[src/sv/tfpd_pkg.sv]
// shared types, constants and the command decode function of the teleop frame parser
// no dependencies
`timescale 1ns / 1ps

package tfpd_pkg;

    localparam int unsigned ByteW        = 8;
    localparam int unsigned LimitW       = 4;
    localparam int unsigned CountW       = 5;
    localparam int unsigned PayloadDepth = 4;
    localparam int unsigned PayloadIdxW  = 2;
    localparam int unsigned DriveW       = 7;
    localparam int unsigned AngleW       = 9;
    localparam int unsigned CmdW         = 2 * DriveW + 2 * AngleW + 1;
    localparam int unsigned OutTdataW    = ((CmdW + 7) / 8) * 8;
    localparam int unsigned AddrW        = 4;
    localparam int unsigned DataW        = 32;

    localparam logic [ByteW-1:0]  StartReset = 8'd224;
    localparam logic [ByteW-1:0]  StopReset  = 8'd192;
    localparam logic [LimitW-1:0] LimitReset = 4'd3;
    localparam logic [CountW-1:0] CountMax   = 5'd31;

    localparam logic signed [DriveW-1:0] DriveMax = 7'sd63;

    localparam logic signed [AngleW-1:0] ArmCodes [PayloadDepth] =
        '{-9'sd1, 9'sd43, 9'sd125, 9'sd170};
    localparam logic signed [AngleW-1:0] BoxCodes [PayloadDepth] =
        '{-9'sd1, 9'sd0, 9'sd35, 9'sd160};

    typedef enum logic [1:0] {
        REG_START = 2'd0,
        REG_STOP  = 2'd1,
        REG_LIMIT = 2'd2
    } t_reg_idx;

    // left_drive sits in the lowest bits
    typedef struct packed {
        logic                     csv_enable;
        logic signed [AngleW-1:0] box_target;
        logic signed [AngleW-1:0] arm_target;
        logic signed [DriveW-1:0] right_drive;
        logic signed [DriveW-1:0] left_drive;
    } t_cmd;

    typedef struct packed {
        logic close;
        t_cmd cmd;
    } t_frame_out;

    function automatic logic signed [DriveW-1:0] drive_of(input logic signed [2:0] net);
        logic signed [DriveW-1:0] d;
        if (net[2]) begin
            d = -DriveMax;
        end else if (net != 3'sd0) begin
            d = DriveMax;
        end else begin
            d = '0;
        end
        return d;
    endfunction

    function automatic t_cmd decode(
        input logic [ByteW-1:0] b0,
        input logic [ByteW-1:0] b1,
        input logic [ByteW-1:0] b2,
        input logic [ByteW-1:0] b3
    );
        t_cmd             c;
        logic signed [2:0] net_l;
        logic signed [2:0] net_r;
        // bit 3 up, bit 2 down, bit 1 left, bit 0 right
        net_l = $signed({2'b00, b0[3]}) - $signed({2'b00, b0[2]})
              - $signed({2'b00, b0[1]}) + $signed({2'b00, b0[0]});
        net_r = $signed({2'b00, b0[3]}) - $signed({2'b00, b0[2]})
              + $signed({2'b00, b0[1]}) - $signed({2'b00, b0[0]});
        c.left_drive  = drive_of(net_l);
        c.right_drive = drive_of(net_r);
        c.arm_target  = ArmCodes[b1[5:4]];
        c.box_target  = BoxCodes[b2[5:4]];
        c.csv_enable  = (b3 != '0);
        return c;
    endfunction

endpackage

[src/sv/tfpd_frame.sv]
// frame state, payload store and command decode for one byte per step
// depends on tfpd_pkg
`timescale 1ns / 1ps

module tfpd_frame (
    input  logic                           i_clk,
    input  logic                           i_rst_n,
    input  logic                           i_step,
    input  logic [tfpd_pkg::ByteW-1:0]     i_byte,
    input  logic [tfpd_pkg::ByteW-1:0]     i_start_byte,
    input  logic [tfpd_pkg::ByteW-1:0]     i_stop_byte,
    input  logic [tfpd_pkg::LimitW-1:0]    i_length_limit,
    output tfpd_pkg::t_frame_out           o_frame
);
    import tfpd_pkg::*;

    logic                r_in_frame;
    logic                n_in_frame;
    logic [CountW-1:0]   r_count;
    logic [CountW-1:0]   n_count;
    logic [ByteW-1:0]    r_payload [PayloadDepth];
    logic                w_open;
    logic                w_close;
    logic                w_store;

    assign w_open  = !r_in_frame && (i_byte == i_start_byte);
    assign w_close = r_in_frame &&
                     ((i_byte == i_stop_byte) || (r_count > {1'b0, i_length_limit}));
    assign w_store = r_in_frame && !w_close &&
                     (r_count < CountW'(PayloadDepth));

    always_comb begin
        n_in_frame = r_in_frame;
        n_count    = r_count;
        if (i_step) begin
            if (w_open) begin
                n_in_frame = 1'b1;
                n_count    = '0;
            end else if (w_close) begin
                n_in_frame = 1'b0;
            end else if (r_in_frame && (r_count != CountMax)) begin
                n_count = r_count + 1'b1;
            end
        end
    end

    always_ff @(posedge i_clk) begin
        if (!i_rst_n) begin
            r_in_frame <= 1'b0;
            r_count    <= '0;
        end else begin
            r_in_frame <= n_in_frame;
            r_count    <= n_count;
        end
    end

    // payload store, cleared when a frame opens
    always_ff @(posedge i_clk) begin
        if (i_step && w_open) begin
            for (int i = 0; i < PayloadDepth; i++) begin
                r_payload[i] <= '0;
            end
        end else if (i_step && w_store) begin
            r_payload[r_count[PayloadIdxW-1:0]] <= i_byte;
        end
    end

    assign o_frame.close = i_step && w_close;
    assign o_frame.cmd   = decode(r_payload[0], r_payload[1], r_payload[2], r_payload[3]);

endmodule

[src/sv/teleop_frame_parser_decoder_core.sv]
// top level of the teleop frame parser: stream ports, config registers, output register
// depends on tfpd_pkg and tfpd_frame
`timescale 1ns / 1ps

// Usage
//   Input stream: one received byte per word on i_s_axis_tdata[7:0].
//   Output stream: one decoded command per closed frame on o_m_axis_tdata.
//   A start byte outside a frame opens it; the stop byte, or the first byte
//   that arrives once more than length_limit payload bytes are received,
//   closes it and produces a command. Other bytes produce no word.
//   Config: APB registers start_byte at 0x0, stop_byte at 0x4,
//   length_limit at 0x8; write them only while no byte is in flight.
// Timing
//   A byte is held in the input register and decoded into the output
//   register once the output is free, so a command passes through both
//   registers. One byte per cycle is sustained while the receiver keeps up.
// Reset and stall
//   Synchronous active-low reset drops both valid flags, closes any frame
//   and restores the register defaults. While the receiver stalls the
//   output word holds and one more byte is buffered in the input register;
//   then o_s_axis_tready falls.

module teleop_frame_parser_decoder_core (
    input  logic                               i_clk,
    input  logic                               i_rst_n,
    input  logic                               i_s_axis_tvalid,
    output logic                               o_s_axis_tready,
    input  logic [tfpd_pkg::ByteW-1:0]         i_s_axis_tdata,  // [7:0] rx_byte
    output logic                               o_m_axis_tvalid,
    input  logic                               i_m_axis_tready,
    // [6:0] left_drive, [13:7] right_drive, [22:14] arm_target,
    // [31:23] box_target, [32] csv_enable, [39:33] zero
    output logic [tfpd_pkg::OutTdataW-1:0]     o_m_axis_tdata,
    input  logic                               psel,
    input  logic                               penable,
    input  logic                               pwrite,
    input  logic [tfpd_pkg::AddrW-1:0]         paddr,
    input  logic [tfpd_pkg::DataW-1:0]         pwdata,
    output logic [tfpd_pkg::DataW-1:0]         prdata,
    output logic                               pready
);
    import tfpd_pkg::*;

    logic               r_in_valid;
    logic [ByteW-1:0]   r_in_byte;
    logic               r_out_valid;
    t_cmd               r_out_cmd;
    logic [ByteW-1:0]   r_start_byte;
    logic [ByteW-1:0]   r_stop_byte;
    logic [LimitW-1:0]  r_length_limit;
    logic               w_advance;
    logic               w_cfg_write;
    t_frame_out         w_frame;

    assign pready      = 1'b1;
    assign w_cfg_write = psel && penable && pwrite && pready;

    always_ff @(posedge i_clk) begin
        if (!i_rst_n) begin
            r_start_byte   <= StartReset;
            r_stop_byte    <= StopReset;
            r_length_limit <= LimitReset;
        end else if (w_cfg_write) begin
            case (t_reg_idx'(paddr[3:2]))
                REG_START: r_start_byte   <= pwdata[ByteW-1:0];
                REG_STOP:  r_stop_byte    <= pwdata[ByteW-1:0];
                REG_LIMIT: r_length_limit <= pwdata[LimitW-1:0];
                default: ;
            endcase
        end
    end

    always_comb begin
        case (t_reg_idx'(paddr[3:2]))
            REG_START: prdata = DataW'(r_start_byte);
            REG_STOP:  prdata = DataW'(r_stop_byte);
            REG_LIMIT: prdata = DataW'(r_length_limit);
            default:   prdata = '0;
        endcase
    end

    assign w_advance       = r_in_valid && (!r_out_valid || i_m_axis_tready);
    assign o_s_axis_tready = !r_in_valid || w_advance;

    always_ff @(posedge i_clk) begin
        if (!i_rst_n) begin
            r_in_valid <= 1'b0;
        end else if (o_s_axis_tready) begin
            r_in_valid <= i_s_axis_tvalid;
        end
    end

    always_ff @(posedge i_clk) begin
        if (o_s_axis_tready && i_s_axis_tvalid) begin
            r_in_byte <= i_s_axis_tdata;
        end
    end

    tfpd_frame u_frame (
        .i_clk          (i_clk),
        .i_rst_n        (i_rst_n),
        .i_step         (w_advance),
        .i_byte         (r_in_byte),
        .i_start_byte   (r_start_byte),
        .i_stop_byte    (r_stop_byte),
        .i_length_limit (r_length_limit),
        .o_frame        (w_frame)
    );

    always_ff @(posedge i_clk) begin
        if (!i_rst_n) begin
            r_out_valid <= 1'b0;
        end else if (w_advance) begin
            r_out_valid <= w_frame.close;
        end else if (i_m_axis_tready) begin
            r_out_valid <= 1'b0;
        end
    end

    always_ff @(posedge i_clk) begin
        if (w_advance && w_frame.close) begin
            r_out_cmd <= w_frame.cmd;
        end
    end

    assign o_m_axis_tvalid = r_out_valid;
    assign o_m_axis_tdata  = {(OutTdataW - CmdW)'(0), r_out_cmd};

endmodule

[config.mk]
export PLATFORM = sky130hd
export DESIGN_NAME = teleop_frame_parser_decoder_core
export DESIGN_NICKNAME = d
export VERILOG_FILES = /design/src/sv/tfpd_pkg.sv /design/src/sv/tfpd_frame.sv /design/src/sv/teleop_frame_parser_decoder_core.sv
export SDC_FILE = /design/constraint.sdc
export NUM_CORES = 1
export LEC_CHECK = 0
export ABC_AREA = 1
export BUFFER_PORTS_ARGS = -buffer_cell sky130_fd_sc_hd__buf_4
export CORE_MARGIN = 2
export CORE_UTILIZATION = 43
export DETAILED_ROUTE_END_ITERATION = 8
export HOLD_SLACK_MARGIN = 0.02
export PLACE_DENSITY = 0.68
export REMOVE_ABC_BUFFERS = 1
export SLEW_MARGIN = 20
export SYNTH_ARGS = -nofsm -noshare
export SYNTH_HDL_FRONTEND = slang
export SYNTH_HIERARCHICAL = 1
export SYNTH_SLANG_ARGS = --single-unit
[constraint.sdc]
create_clock -name i_clk -period 6.8 [get_ports i_clk]
set_clock_uncertainty 0.05 [all_clocks]
set_input_delay 0.68 -clock i_clk [delete_from_list [all_inputs] [get_ports i_clk]]
set_output_delay 0.68 -clock i_clk [all_outputs]
set_load 0.02 [all_outputs]
; Yosys cells after proc, flatten, opt, wreduce, memory -nomap -nowiden
; Memories as Yosys holds them, arrays and structs flattened.
; Cells that the tools add are included.
[op_classes]
order_cmp = 4
n_bitwise = 2
n_addsub = 6
eq_ne = 6
muxes = 24
reduce_logical = 33
[ops]
columns = cell, n
row1 = 9-bit binary-select mux with 2-bit select, 2
row2 = 9-bit two-way mux, 4
row3 = 8-bit one-hot mux with 3 select lines, 1
row4 = 8-bit equality test, 2
row5 = 5-bit two-way mux, 3
row6 = 1-bit logical AND, 13
row7 = 6-bit two-way mux, 2
row8 = 1-bit two-way mux, 10
row9 = 8-bit two-way mux, 1
row10 = 2-bit AND reduction, 4
row11 = 8-bit nonzero test, 1
row12 = 8-bit OR reduction, 1
row13 = 3-bit by 2-bit adder with 3-bit output, 2
row14 = "3-bit greater-or-equal comparator, second input constant", 2
row15 = 2-bit NOT with 3-bit output, 2
row16 = 2-bit nonzero test, 3
row17 = 3-bit nonzero test, 2
row18 = 3-bit by 2-bit subtractor with 3-bit output, 2
row19 = "5-bit by 1-bit adder with 5-bit output, second input constant", 1
row20 = 5-bit by 4-bit greater-than comparator with 1-bit output, 1
row21 = "5-bit by 3-bit less-than comparator with 1-bit output, second input constant", 1
row22 = "5-bit != test, second input constant", 1
row23 = 1-bit logical NOT, 4
row24 = 1-bit logical OR, 3
row25 = other kinds (7), 7
[totals]
mem_bits_rw = 32
word_cells = 89
mem_count = 1
regBits = 69
in_bits = 51
out_inout_bits = 75
[mem_list]
columns = memory, depth, word_bits, read_ports, rd_ports_with_merged_regs, write_ports, line_no
row1 = u_frame.r_payload, 4, 8, 4, 0, 4, tfpd_frame.sv:21  ; logic [ByteW-1:0] r_payload [PayloadDepth];

; Logic depth before layout (Yosys ltp)
[depth]
word_depth = 12
depth_mapped = 14
depth_no_buf = 14

; Cells and area by module
; Netlist, hierarchy kept.
[by_module_without_submodules]
columns = mod, seq_area_each_um2, cells_each, instances, area_per_inst_um2
row1 = teleop_frame_parser_decoder_core, 1671.6, 233, 1, 2563.7
row2 = tfpd_frame, 600.6, 241, 1, 1834.3

; Worst setup path after synthesis
; Ideal clock, no wire load.
[synth_timing]
kind = reg2reg
start = register r_length_limit[3]
end = register r_out_cmd (netlist bit o_m_axis_tdata[0]) (enable)
period_less_slack_ps = 4127
slack_ps = 2673
n_path_buf = 0
setup_ps = 464
stages_incl_launch_ff = 13
required_ps = 6286
arrival_time_ps = 3613
path_cell_list = dfxtp_1 -> inv_1 -> ha_1 -> inv_1 -> nor2_1 -> nand3b_1 -> nand3_1 -> nand2_1 -> nand2_2 -> nand2_2 -> nor2_1 -> inv_1 -> nor3_1
[synth_lines]
columns = element, line_no
row1 = start: declaration, teleop_frame_parser_decoder_core.sv:50  ; logic [LimitW-1:0] r_length_limit;
row2 = start signal: assignment, teleop_frame_parser_decoder_core.sv:62  ; r_length_limit <= LimitReset;
row3 = start signal: assignment, teleop_frame_parser_decoder_core.sv:67  ; REG_LIMIT: r_length_limit <= pwdata[LimitW-1:0];
row4 = end signal: assignment, teleop_frame_parser_decoder_core.sv:122  ; r_out_cmd <= w_frame.cmd;
row5 = end: declaration, teleop_frame_parser_decoder_core.sv:47  ; t_cmd r_out_cmd;

==> impl_metrics.env <==
export IMPL_status="complete, no violations"
export IMPL_seqCellArea_sq_mm=0.00227
export IMPL_slew_violations=0
export IMPL_cts_made_buffers=9
export IMPL_synth_area_leaders="edfxtp_1 39%, dfxtp_1 13%, buf_4 8.5%"
export IMPL_grt_max_degree=34
export IMPL_hpwl_mm=5.72
export IMPL_first_pass_iters=4
export IMPL_drive_gt1_share_pct=21.2
export IMPL_overflow=0
export IMPL_syn_inst=474
export IMPL_hp_start="i_s_axis_tdata[2]"
export IMPL_arrival_ns=2.86
export IMPL_slowest_stage="o21ai_0"
export IMPL_n_fill_cell=938
export IMPL_post_route_util_pct=50.4
export IMPL_yosysMostFrequentCell="nand2_1"
export IMPL_fin_nets=598
export IMPL_power_leakage_nw=2.21
export IMPL_n_antenna_cell=0
export IMPL_cts_resized=0
export IMPL_cp_end_kind="flop"
export IMPL_yosys_top_cells_count="97 x nand2_1, 60 x inv_1, 57 x edfxtp_1"
export IMPL_period_minus_slack_ns=2.93
export IMPL_rows=36
export IMPL_tns_ns=0
export IMPL_clock_sinks=85
export IMPL_power_w=0.00101
export IMPL_crit_fanout=12
export IMPL_ir_worst_vdd_mv=0.132
export IMPL_drc=0
export IMPL_clock_fmax_mhz=341
export IMPL_routabilityCongestion=0.790
export IMPL_post_cts_buffers=0
export IMPL_finalHoldViolCount=0
export IMPL_routed_wl_mm=7.52
export IMPL_crit_chain="inv_1 -> ha_1 -> nand3_1 -> nand2_1 -> nand2_2 -> nor2_4 -> nand3_2 -> o21ai_0"
export IMPL_critPathLaunch="u_frame/r_count[0]"
export IMPL_track_usage_pct=14.3
export IMPL_finalCritPeriodShare_pct=43.1
export IMPL_setup_viol=0
export IMPL_grt_first_pass_wirelength_mm=12.6
export IMPL_synth_distinct_cells=34
export IMPL_crit_buf_inv=1
export IMPL_rsz0062_at_grt="no"
export IMPL_ys_flop_type="edfxtp_1"
export IMPL_multi_input_area_sq_mm=0.00156
export IMPL_r2r_start="u_frame/r_count[0]"
export IMPL_start_util_pct=44.6
export IMPL_cts_hold_buffers=0
export IMPL_relSlewSlack_pct=30.3
export IMPL_clock_tree_buffer_depth=2
export IMPL_avgViaCountPerCell=4.48
export IMPL_io_pins=126
export IMPL_cts_root_buf="clkbuf_8"
export IMPL_syn_area_per_cell_sq_um=9.28
export IMPL_async_flop_share_pct=0
export IMPL_dieWidth_microns=105
export IMPL_cp_data_required_time_ns=6.73
export IMPL_powerDensity_mw_per_mm2=203
export IMPL_path_class="reg2reg"
export IMPL_synth_top_cell_area_share_pct=38.9
export IMPL_htreeDepth=3
export IMPL_yosysTopAreaCell="edfxtp_1"
export IMPL_wire_per_inst_microns=11.3
export IMPL_clk_pin_slew_ns=0.10
export IMPL_critPathMaxStageDelay_ns=0.89
export IMPL_core_area_sq_mm=0.00986
export IMPL_synth_edf_count=57
export IMPL_hp_class="in2reg"
export IMPL_antenna_left=0
export IMPL_num_vias=2981
export IMPL_portBuffers=67
export IMPL_pre_cts_ws_ns=3.64
export IMPL_worstMarginPinSlew_ns=1.03
export IMPL_syn_to_final_growth_pct=13.1
export IMPL_drv_cap=0
export IMPL_dieArea_sq_mm=0.0111
export IMPL_cts_tree="yes"
export IMPL_ys_ff_latch=85
export IMPL_antenna_found_initial=0
export IMPL_syn_area_sq_mm=0.00440
export IMPL_yosysWarningCount=6
export IMPL_insertion_delay_ns=0.36
export IMPL_yosysSeqAreaShare_pct=51.7
export IMPL_die_h_microns=105
export IMPL_layout_setup_ws_ns=3.87
export IMPL_path_delay_family="compound AO/OA/AOI/OAI gates"
export IMPL_start_kind="flop"
export IMPL_drt_initial_drc_count=101
export IMPL_grt_pass1_vias=2695
placed cells by master, fill, tap and decap left out, types with 4 or more instances in the layout:
cell type / count
inv_1: 60
edfxtp_1: 57
nand3_1: 30
conb_1: 34
or2_2: 4
buf_4: 68
xnor2_1: 6
o21ai_0: 7
nor3_1: 7
a21oi_1: 9
clkbuf_8: 9
nor2_1: 53
nand2_1: 97
dfxtp_1: 28
ha_1: 17
nor2_4: 5
inv_2: 6
kinds of logic after synthesis:
family / Yosys count / share of synthesized area [%]
other: 3 / 0.256
AO/OA/AOI/OAI: 21 / 2.79
buffers and inverters: 122 / 15.6
flip-flops: 85 / 51.7
adder cells (fa/ha/maj): 19 / 5.75
AND/OR/NAND/NOR: 217 / 22.6
XOR/XNOR: 7 / 1.39
layout make-up:
type / count / area share (%)
flip-flops and latches: 85 / 45.7
repair buffers: 68 / 10.3
inverters: 66 / 4.98
well taps: 133 / 3.35
clock buffers: 9 / 2.49
clock inverters: 7 / 1.79
multi-input cells: 298 / 31.4
final timing paths:
path,endpoint,slack (ns),cells after the start
worst max-delay path,u_frame/r_payload[3][6],3.87,8
worst min-delay path,r_in_byte[2],0.44,1
worst max register to register,u_frame/r_payload[3][6],3.87,8
worst min register to register,r_length_limit[1],0.46,2
stage by stage:
| step | cells | instance area (sq um) | hold slack, ns |
|---|---|---|---|
| final | 666 | 4970 | 0.435 |
| after global routing | 666 | 4970 | 0.416 |
| after CTS | 666 | 4970 | 0.424 |
| after detailed placement | 650 | 4760 | 0.439 |
| after global placement | 650 | 4760 | 0.432 |
| after floorplan | 449 | 4080 | 0.400 |
power by group:
| group | leakage (nW) | switching, W | internal, W |
|---|---|---|---|
| Sequential | 0.759 | 0.00000519 | 0.000551 |
| Clock | 0.106 | 0.000196 | 0.000180 |
| Combinational | 1.35 | 0.0000510 | 0.0000242 |
| Total | 2.21 | 0.000252 | 0.000755 |
state kept, by name, summed over array words and instances (netlist names):
signal	flops
o_m_axis_tdata	33
u_frame/r_payload	16
r_in_byte	8
r_start_byte	8
r_stop_byte	8
u_frame/r_count	5
r_length_limit	4
o_m_axis_tvalid	1
r_in_valid	1
u_frame/r_in_frame	1
per-layer routing:
metal	up-vias	GRT usage [%]	part of all wire [%]
li1	1534	-	-
met1	1320	18.3	45
met2	120	23.3	47
met3	7	4.05	7.1
met4	0	4.86	0.84
met5	-	0	0
Note: power is estimated with default switching activity, not from simulation.
